File: config.mk
export PLATFORM = sky130hd
export DESIGN_NAME = extended_gcd_unit_top
export DESIGN_NICKNAME = d
export VERILOG_FILES = /design/src/hdl/egcd_pkg.sv /design/src/hdl/egcd_seq.sv /design/src/hdl/egcd_dp.sv /design/src/hdl/extended_gcd_unit_top.sv
export SDC_FILE = /design/constraint.sdc
export NUM_CORES = 2
export LEC_CHECK = 0
export BUFFER_PORTS_ARGS = -buffer_cell sky130_fd_sc_hd__buf_2
export CAP_MARGIN = 10
export CORE_ASPECT_RATIO = 1.1
export CORE_MARGIN = 2
export CORE_UTILIZATION = 35
export CTS_CLUSTER_DIAMETER = 150
export DETAILED_ROUTE_END_ITERATION = 7
export GPL_TIMING_DRIVEN = 0
export REMOVE_ABC_BUFFERS = 1
export SYNTH_ARGS = -nofsm -noshare
export SYNTH_HDL_FRONTEND = slang
export SYNTH_SLANG_ARGS = --single-unit
File: constraint.sdc
create_clock -name clk -period 14.65 [get_ports clk]
set_input_delay 2.1975 -clock clk [delete_from_list [all_inputs] [get_ports clk]]
set_output_delay 2.1975 -clock clk [all_outputs]
set_load 0.005 [all_outputs]
File: src/hdl/egcd_pkg.sv
// Shared types, widths and the control store of the extended gcd unit.
`timescale 1ns / 1ps

package egcd_pkg;

    localparam int GCD_W  = 31;
    localparam int COEF_W = 32;
    localparam int PC_W   = 3;

    typedef logic [PC_W-1:0] pc_t;

    typedef enum logic [3:0] {
        OP_NOP,
        OP_LOAD,
        OP_DIV_INIT,
        OP_DIV_STEP,
        OP_MUL_S,
        OP_SUB_S,
        OP_MUL_T,
        OP_ADVANCE,
        OP_EMIT
    } op_t;

    typedef enum logic [2:0] {
        COND_NEXT,
        COND_JUMP,
        COND_JZ,
        COND_LOOP,
        COND_WAIT_IN,
        COND_WAIT_OUT
    } cond_t;

    typedef struct packed {
        op_t   op;
        cond_t cond;
        pc_t   target;
    } ctrl_word_t;

    typedef struct packed {
        op_t  op;
        logic fire;
    } ctl_t;

    typedef struct packed {
        logic rem_zero;
        logic div_last;
        logic out_busy;
    } stat_t;

    localparam pc_t PC_IDLE = pc_t'(0);
    localparam pc_t PC_TEST = pc_t'(1);
    localparam pc_t PC_DIV  = pc_t'(2);
    localparam pc_t PC_EMIT = pc_t'(7);

    // Microprogram: one Euclid step is test, divide, two multiply/subtract pairs.
    function automatic ctrl_word_t egcd_rom(input pc_t pc);
        ctrl_word_t cw;
        unique case (pc)
            3'd0: cw = '{op: OP_LOAD,     cond: COND_WAIT_IN,  target: PC_IDLE};
            3'd1: cw = '{op: OP_DIV_INIT, cond: COND_JZ,       target: PC_EMIT};
            3'd2: cw = '{op: OP_DIV_STEP, cond: COND_LOOP,     target: PC_DIV};
            3'd3: cw = '{op: OP_MUL_S,    cond: COND_NEXT,     target: PC_IDLE};
            3'd4: cw = '{op: OP_SUB_S,    cond: COND_NEXT,     target: PC_IDLE};
            3'd5: cw = '{op: OP_MUL_T,    cond: COND_NEXT,     target: PC_IDLE};
            3'd6: cw = '{op: OP_ADVANCE,  cond: COND_JUMP,     target: PC_TEST};
            3'd7: cw = '{op: OP_EMIT,     cond: COND_WAIT_OUT, target: PC_EMIT};
        endcase
        return cw;
    endfunction

endpackage

File: src/hdl/egcd_seq.sv
// Microcode sequencer: step counter, control store and jump logic.
`timescale 1ns / 1ps

module egcd_seq
    import egcd_pkg::*;
(
    input  logic  clk,
    input  logic  rst_n,
    input  logic  in_valid,
    input  stat_t stat,
    output ctl_t  ctl,
    output logic  in_stall
);

    pc_t        pc_reg;
    pc_t        pc_next;
    pc_t        pc_inc;
    ctrl_word_t cw;

    // Last step wraps to the idle step through the natural counter overflow.
    assign pc_inc   = pc_reg + pc_t'(1);
    assign cw       = egcd_rom(pc_reg);
    assign in_stall = (pc_reg != PC_IDLE);

    always_comb
    begin
        ctl.op   = cw.op;
        ctl.fire = 1'b1;
        pc_next  = pc_inc;
        unique case (cw.cond)
            COND_NEXT:     pc_next = pc_inc;
            COND_JUMP:     pc_next = cw.target;
            COND_JZ:       pc_next = stat.rem_zero ? cw.target : pc_inc;
            COND_LOOP:     pc_next = stat.div_last ? pc_inc : cw.target;
            COND_WAIT_IN:
            begin
                pc_next  = in_valid ? pc_inc : cw.target;
                ctl.fire = in_valid;
            end
            COND_WAIT_OUT:
            begin
                pc_next  = stat.out_busy ? cw.target : pc_inc;
                ctl.fire = !stat.out_busy;
            end
            default:       pc_next = PC_IDLE;
        endcase
    end

    always_ff @(posedge clk or negedge rst_n)
    begin
        if (!rst_n)
        begin
            pc_reg <= PC_IDLE;
        end
        else
        begin
            pc_reg <= pc_next;
        end
    end

endmodule

File: src/hdl/egcd_dp.sv
// Datapath: remainders, restoring divider, shared multiplier, coefficients, output register.
`timescale 1ns / 1ps

module egcd_dp
    import egcd_pkg::*;
#(
    parameter int VALUE_BITS = 31
)
(
    input  logic              clk,
    input  logic              rst_n,
    input  ctl_t              ctl,
    input  logic [GCD_W-1:0]  first_operand,
    input  logic [GCD_W-1:0]  second_operand,
    input  logic              out_stall,
    output stat_t             stat,
    output logic              out_valid,
    output logic [GCD_W-1:0]  gcd_value,
    output logic [COEF_W-1:0] coef_first_bits,
    output logic [COEF_W-1:0] coef_second_bits
);

    localparam int W     = VALUE_BITS;
    localparam int CNT_W = $clog2(W);
    localparam int IN_W  = (W < GCD_W) ? W : GCD_W;
    localparam int OUT_W = (W < GCD_W) ? W : GCD_W;
    localparam int Q_W   = (W < COEF_W) ? W : COEF_W;

    logic [W-1:0]      rem_prev_reg;
    logic [W-1:0]      rem_cur_reg;
    logic [W-1:0]      acc_reg;
    logic [W-1:0]      quo_reg;
    logic [CNT_W-1:0]  cnt_reg;
    logic [COEF_W-1:0] s_prev_reg;
    logic [COEF_W-1:0] s_cur_reg;
    logic [COEF_W-1:0] t_prev_reg;
    logic [COEF_W-1:0] t_cur_reg;
    logic [COEF_W-1:0] prod_reg;
    logic [GCD_W-1:0]  gcd_reg;
    logic [COEF_W-1:0] coef_first_reg;
    logic [COEF_W-1:0] coef_second_reg;
    logic              out_valid_reg;

    logic [W:0]        rem_shift;
    logic [W:0]        trial;
    logic [COEF_W-1:0] q_lo;
    logic [COEF_W-1:0] mul_b;
    logic [COEF_W-1:0] prod_next;
    logic              emit;

    // One quotient bit per step; trial sign says whether the divisor fit.
    assign rem_shift = {acc_reg, quo_reg[W-1]};
    assign trial     = rem_shift - {1'b0, rem_cur_reg};

    // Coefficients are kept modulo 2^32, so only the low quotient bits matter.
    assign q_lo      = COEF_W'(quo_reg[Q_W-1:0]);
    assign mul_b     = (ctl.op == OP_MUL_T) ? t_cur_reg : s_cur_reg;
    assign prod_next = q_lo * mul_b;

    assign emit = ctl.fire && (ctl.op == OP_EMIT);

    assign stat.rem_zero = (rem_cur_reg == '0);
    assign stat.div_last = (cnt_reg == '0);
    assign stat.out_busy = out_valid_reg && out_stall;

    always_ff @(posedge clk or negedge rst_n)
    begin
        if (!rst_n)
        begin
            out_valid_reg <= 1'b0;
        end
        else if (emit)
        begin
            out_valid_reg <= 1'b1;
        end
        else if (!out_stall)
        begin
            out_valid_reg <= 1'b0;
        end
    end

    always_ff @(posedge clk)
    begin
        if (ctl.fire)
        begin
            unique case (ctl.op)
                OP_NOP:
                begin
                end
                OP_LOAD:
                begin
                    rem_prev_reg <= W'(first_operand[IN_W-1:0]);
                    rem_cur_reg  <= W'(second_operand[IN_W-1:0]);
                    s_prev_reg   <= COEF_W'(1);
                    t_prev_reg   <= '0;
                    s_cur_reg    <= '0;
                    t_cur_reg    <= COEF_W'(1);
                end
                OP_DIV_INIT:
                begin
                    acc_reg <= '0;
                    quo_reg <= rem_prev_reg;
                    cnt_reg <= CNT_W'(W - 1);
                end
                OP_DIV_STEP:
                begin
                    acc_reg <= trial[W] ? rem_shift[W-1:0] : trial[W-1:0];
                    quo_reg <= {quo_reg[W-2:0], ~trial[W]};
                    cnt_reg <= cnt_reg - CNT_W'(1);
                end
                OP_MUL_S, OP_MUL_T:
                begin
                    prod_reg <= prod_next;
                end
                OP_SUB_S:
                begin
                    s_prev_reg <= s_cur_reg;
                    s_cur_reg  <= s_prev_reg - prod_reg;
                end
                OP_ADVANCE:
                begin
                    t_prev_reg   <= t_cur_reg;
                    t_cur_reg    <= t_prev_reg - prod_reg;
                    rem_prev_reg <= rem_cur_reg;
                    rem_cur_reg  <= acc_reg;
                end
                OP_EMIT:
                begin
                    gcd_reg         <= GCD_W'(rem_prev_reg[OUT_W-1:0]);
                    coef_first_reg  <= s_prev_reg;
                    coef_second_reg <= t_prev_reg;
                end
                default:
                begin
                end
            endcase
        end
    end

    assign out_valid        = out_valid_reg;
    assign gcd_value        = gcd_reg;
    assign coef_first_bits  = coef_first_reg;
    assign coef_second_bits = coef_second_reg;

endmodule

File: src/hdl/extended_gcd_unit_top.sv
// Each item runs n Euclid steps between its input transfer and its result.
// n is at most about 45 for 31-bit operands; zero second operand gives n = 0.
// Throughput: one item at a time; the next input transfer can be taken the cycle after
// the result is written to the output register, bounded by the bit-serial divider.
// Reset: rst_n asynchronous, active low; clears the step counter and output valid.
`timescale 1ns / 1ps

module extended_gcd_unit_top
    import egcd_pkg::*;
#(
    parameter int VALUE_BITS = 31
)
(
    input  logic                     clk,
    input  logic                     rst_n,
    // Input channel
    input  logic                     in_valid,
    output logic                     in_stall,
    input  logic [GCD_W-1:0]         first_operand,
    input  logic [GCD_W-1:0]         second_operand,
    // Output channel
    output logic                     out_valid,
    input  logic                     out_stall,
    output logic [GCD_W-1:0]         gcd_value,
    output logic signed [COEF_W-1:0] coef_first,
    output logic signed [COEF_W-1:0] coef_second
);

    // Control word of the current step and status fed back to the jump logic.
    ctl_t  ctl;
    stat_t stat;

    logic [COEF_W-1:0] coef_first_bits;
    logic [COEF_W-1:0] coef_second_bits;

    // Sequencer: steps through the control store. The idle step takes a transfer,
    // then each Euclid step runs test, VALUE_BITS divide steps, and two
    // multiply/subtract pairs for the s and t coefficients. The emit step holds
    // while a finished result still waits in the output register.
    egcd_seq u_seq
    (
        .clk      (clk),
        .rst_n    (rst_n),
        .in_valid (in_valid),
        .stat     (stat),
        .ctl      (ctl),
        .in_stall (in_stall)
    );

    // Datapath: remainder pair, restoring divider, one shared 32x32 multiplier,
    // coefficient pairs kept modulo 2^32, and the output register that parts the
    // result from the next item's work.
    egcd_dp #(
        .VALUE_BITS (VALUE_BITS)
    ) u_dp
    (
        .clk              (clk),
        .rst_n            (rst_n),
        .ctl              (ctl),
        .first_operand    (first_operand),
        .second_operand   (second_operand),
        .out_stall        (out_stall),
        .stat             (stat),
        .out_valid        (out_valid),
        .gcd_value        (gcd_value),
        .coef_first_bits  (coef_first_bits),
        .coef_second_bits (coef_second_bits)
    );

    // Coefficients leave as two's complement.
    assign coef_first  = $signed(coef_first_bits);
    assign coef_second = $signed(coef_second_bits);

endmodule

==> metrics.md <==
| Metric | Value |
|---|---|
| Die W | `304 um` |
| Total setup buffers inserted after CTS | `0` |
| CP bufs+invs | `6` |
| First-pass GRT wire length | `145000 um` |
| Final setup violation count | `0` |
| Syn-to-layout area delta | `12.0%` |
| Global route total overflow | `0` |
| CTS Root Cell | `clkbuf_16` |
| WP data arrival | `10740 ps` |
| CP Max Fanout | `21` |
| GP Congestion | `0.855` |
| PortBufs | `162` |
| Critical path type | `flop to flop` |
| Worst slew pin tran | `1330 ps` |
| FFs w/ async S/R, synth | `1.03%` |
| Library cells used by synthesis | `74` |
| Rows | `121` |
| Ys flop type | `edfxtp_1` |
| GRT Resource Usage Total | `18.3%` |
| Register area share after synthesis | `33.5%` |
| Clock transition at path regs | `70 ps` |
| Yosys reg bits | `388` |
| Synth Cell Area | `34700 um2` |
| Tcrit/Tclk final | `71.1%` |
| Most common cell after layout, fill and taps aside | `nand2_1` |
| Final Util | `39.4%` |
| Max-Cap Viols | `0` |
| Full die area | `102000 um2` |
| Mean post-synth cell area | `10.3 um2` |
| Die H | `334 um` |
| Min-delay worst type | `flop to flop` |
| Latest clock arrival within the worst-skew pair | `600 ps` |
| Fill cells | `9761` |
| FMAX | `96.0 MHz` |
| Largest delay share family, worst path | `adder cells` |
| Yosys warning count | `0` |
| Share of layout cells above drive strength 1 | `9.85%` |
| Run status | `complete, no violations` |
| Vias in the first global route | `24900` |
| Synth Instances | `3358` |
| Vias per cell | `5.02` |
| Starting Density | `35.2%` |
| Setup crit start kind | `flop` |
| CP Capture Type | `flop` |
| Resize count post-CTS | `0` |
| Area of the core | `98700 um2` |
| Post-route DRC | `0` |
| DR iter-0 viols | `1553` |
| # nets final | `4187` |
| CTS tree | `done` |
| Relative slew slack | `11.7%` |
| Final ANT Viol Nets | `0` |
| Initial antenna violation count | `5` |
| Worst Skew | `20.9 ps` |
| DRT Wirelength | `92300 um` |
| Number of synthesized flops with an enable pin | `384` |
| RSZ-0062 raised after global routing | `no` |
| Most frequent cells in the layout | `nand2_1 (560), inv_1 (463), fa_1 (412)` |
| Final hold vios | `0` |
| Crit path required time | `14980 ps` |
| CTS max path bufs | `3` |
| I/O Pins | `163` |
| TritonRoute pass-1 iters | `5` |
| Slew Limit Fails | `0` |
| H-Tree Depth | `2` |
| Critical path's largest stage delay | `810 ps` |
| Clock Sinks | `388` |
| TritonCTS buffer count | `44` |
| CP most frequent cell | `fa_1` |
| WL per Instance | `19.2 um` |
| Min Tclk post-route | `10410 ps` |
| Detailed placement HPWL | `69900 um` |
| Largest net degree at the start of global routing | `94` |
| Slowest stage cell on the critical path | `mux2_1` |
| Via count | `24200` |
| CTS Hold Bufs | `0` |
[metrics by stage]
step / instance area (um2) / hold WS, ps / instances / setup TNS [ps] / setup slack [ps]
after global routing: 38900 / 457 / 4813 / 0 / 3710
after CTS: 38800 / 434 / 4808 / 0 / 4230
after detailed placement: 37300 / 438 / 4729 / 0 / 4270
after floorplan: 34200 / 426 / 3225 / 0 / 2790
final: 38900 / 438 / 4814 / 0 / 4240
after global placement: 36600 / 432 / 4678 / -398230 / -3170
[worst paths after layout]
kind	from	end	slack [ps]	cells after the start
worst max-delay path	u_seq.pc_reg[0]$_DFF_PN0_	u_dp.prod_reg[31]$_DFFE_PP_	4240	31
worst min-delay path	u_dp.rem_prev_reg[16]$_DFFE_PP_	u_dp.gcd_value[16]$_DFFE_PP_	440	0
worst max register to register	u_seq.pc_reg[0]$_DFF_PN0_	u_dp.prod_reg[31]$_DFFE_PP_	4240	31
worst min register to register	u_dp.rem_prev_reg[16]$_DFFE_PP_	u_dp.gcd_value[16]$_DFFE_PP_	440	0
max in group asynchronous	rst_n	u_seq.pc_reg[1]$_DFF_PN0_	13130	1
min in group asynchronous	rst_n	u_dp.out_valid$_DFFE_PN0P_	1400	1
[cells in the mapped netlist (6+ instances only)]
master | count | area share [%]
a211o_1 | 6 | 0.15
a211oi_1 | 9 | 0.19
a21boi_0 | 13 | 0.28
a21o_1 | 45 | 0.97
a21oi_1 | 89 | 1.3
a31oi_1 | 15 | 0.27
and2_1 | 319 | 5.7
and3_1 | 12 | 0.22
buf_6 | 6 | 0.19
clkbuf_1 | 123 | 1.3
edfxtp_1 | 384 | 33
fa_1 | 412 | 24
ha_1 | 220 | 7.9
inv_1 | 463 | 5.0
mux2_2 | 25 | 0.81
mux2i_1 | 23 | 0.66
nand2_1 | 561 | 6.1
nand2b_1 | 27 | 0.49
nand3_1 | 24 | 0.35
nand4_1 | 9 | 0.16
nor2_1 | 130 | 1.4
nor2b_1 | 22 | 0.40
nor3_1 | 42 | 0.60
nor3b_1 | 6 | 0.13
nor4_1 | 13 | 0.23
o211ai_1 | 8 | 0.17
o21a_1 | 13 | 0.28
o21ai_0 | 93 | 1.3
o21bai_1 | 9 | 0.19
o31ai_1 | 6 | 0.13
or3_1 | 10 | 0.18
xnor2_1 | 104 | 2.6
xor2_1 | 49 | 1.2
[cell type report]
class | count | area (um2) | area share (%)
multi-input cells | 2371 | 20900 | 53.6
flip-flops and latches | 388 | 11600 | 29.9
inverters | 466 | 1750 | 4.49
well taps | 1291 | 1620 | 4.15
repair buffers | 218 | 1580 | 4.06
clock buffers | 50 | 1120 | 2.89
clock inverters | 29 | 347 | 0.891
diodes | 1 | 2.50 | 0.00643
[logic make-up (layout without fill, tap and decap cells)]
kind of cell	count (synthesis)	in the layout	share of synthesized area, %
AOI/OAI and AO/OA	340	340	6.19
adders and majority gates	632	632	31.7
and+or+nand+nor	1189	1189	16.3
buffers and inverters	599	763	6.61
DFF	388	388	33.5
muxes	55	55	1.76
other	0	1	0
xor gates and xnor gates	155	155	3.97
[metal layers]
| layer | wire length, um | up-vias | track usage [%] |
|---|---|---|---|
| met1 | 39100 | 12300 | 23.9 |
| met2 | 46200 | 713 | 32.5 |
| met3 | 5260 | 125 | 2.31 |
| met4 | 1770 | 0 | 3.79 |
| li1 | - | 11100 | - |
| met5 | 0 | - | 0 |
Power is not shown: default switching activity piles up to over one toggle a cycle in this logic, so the estimate is an artifact.
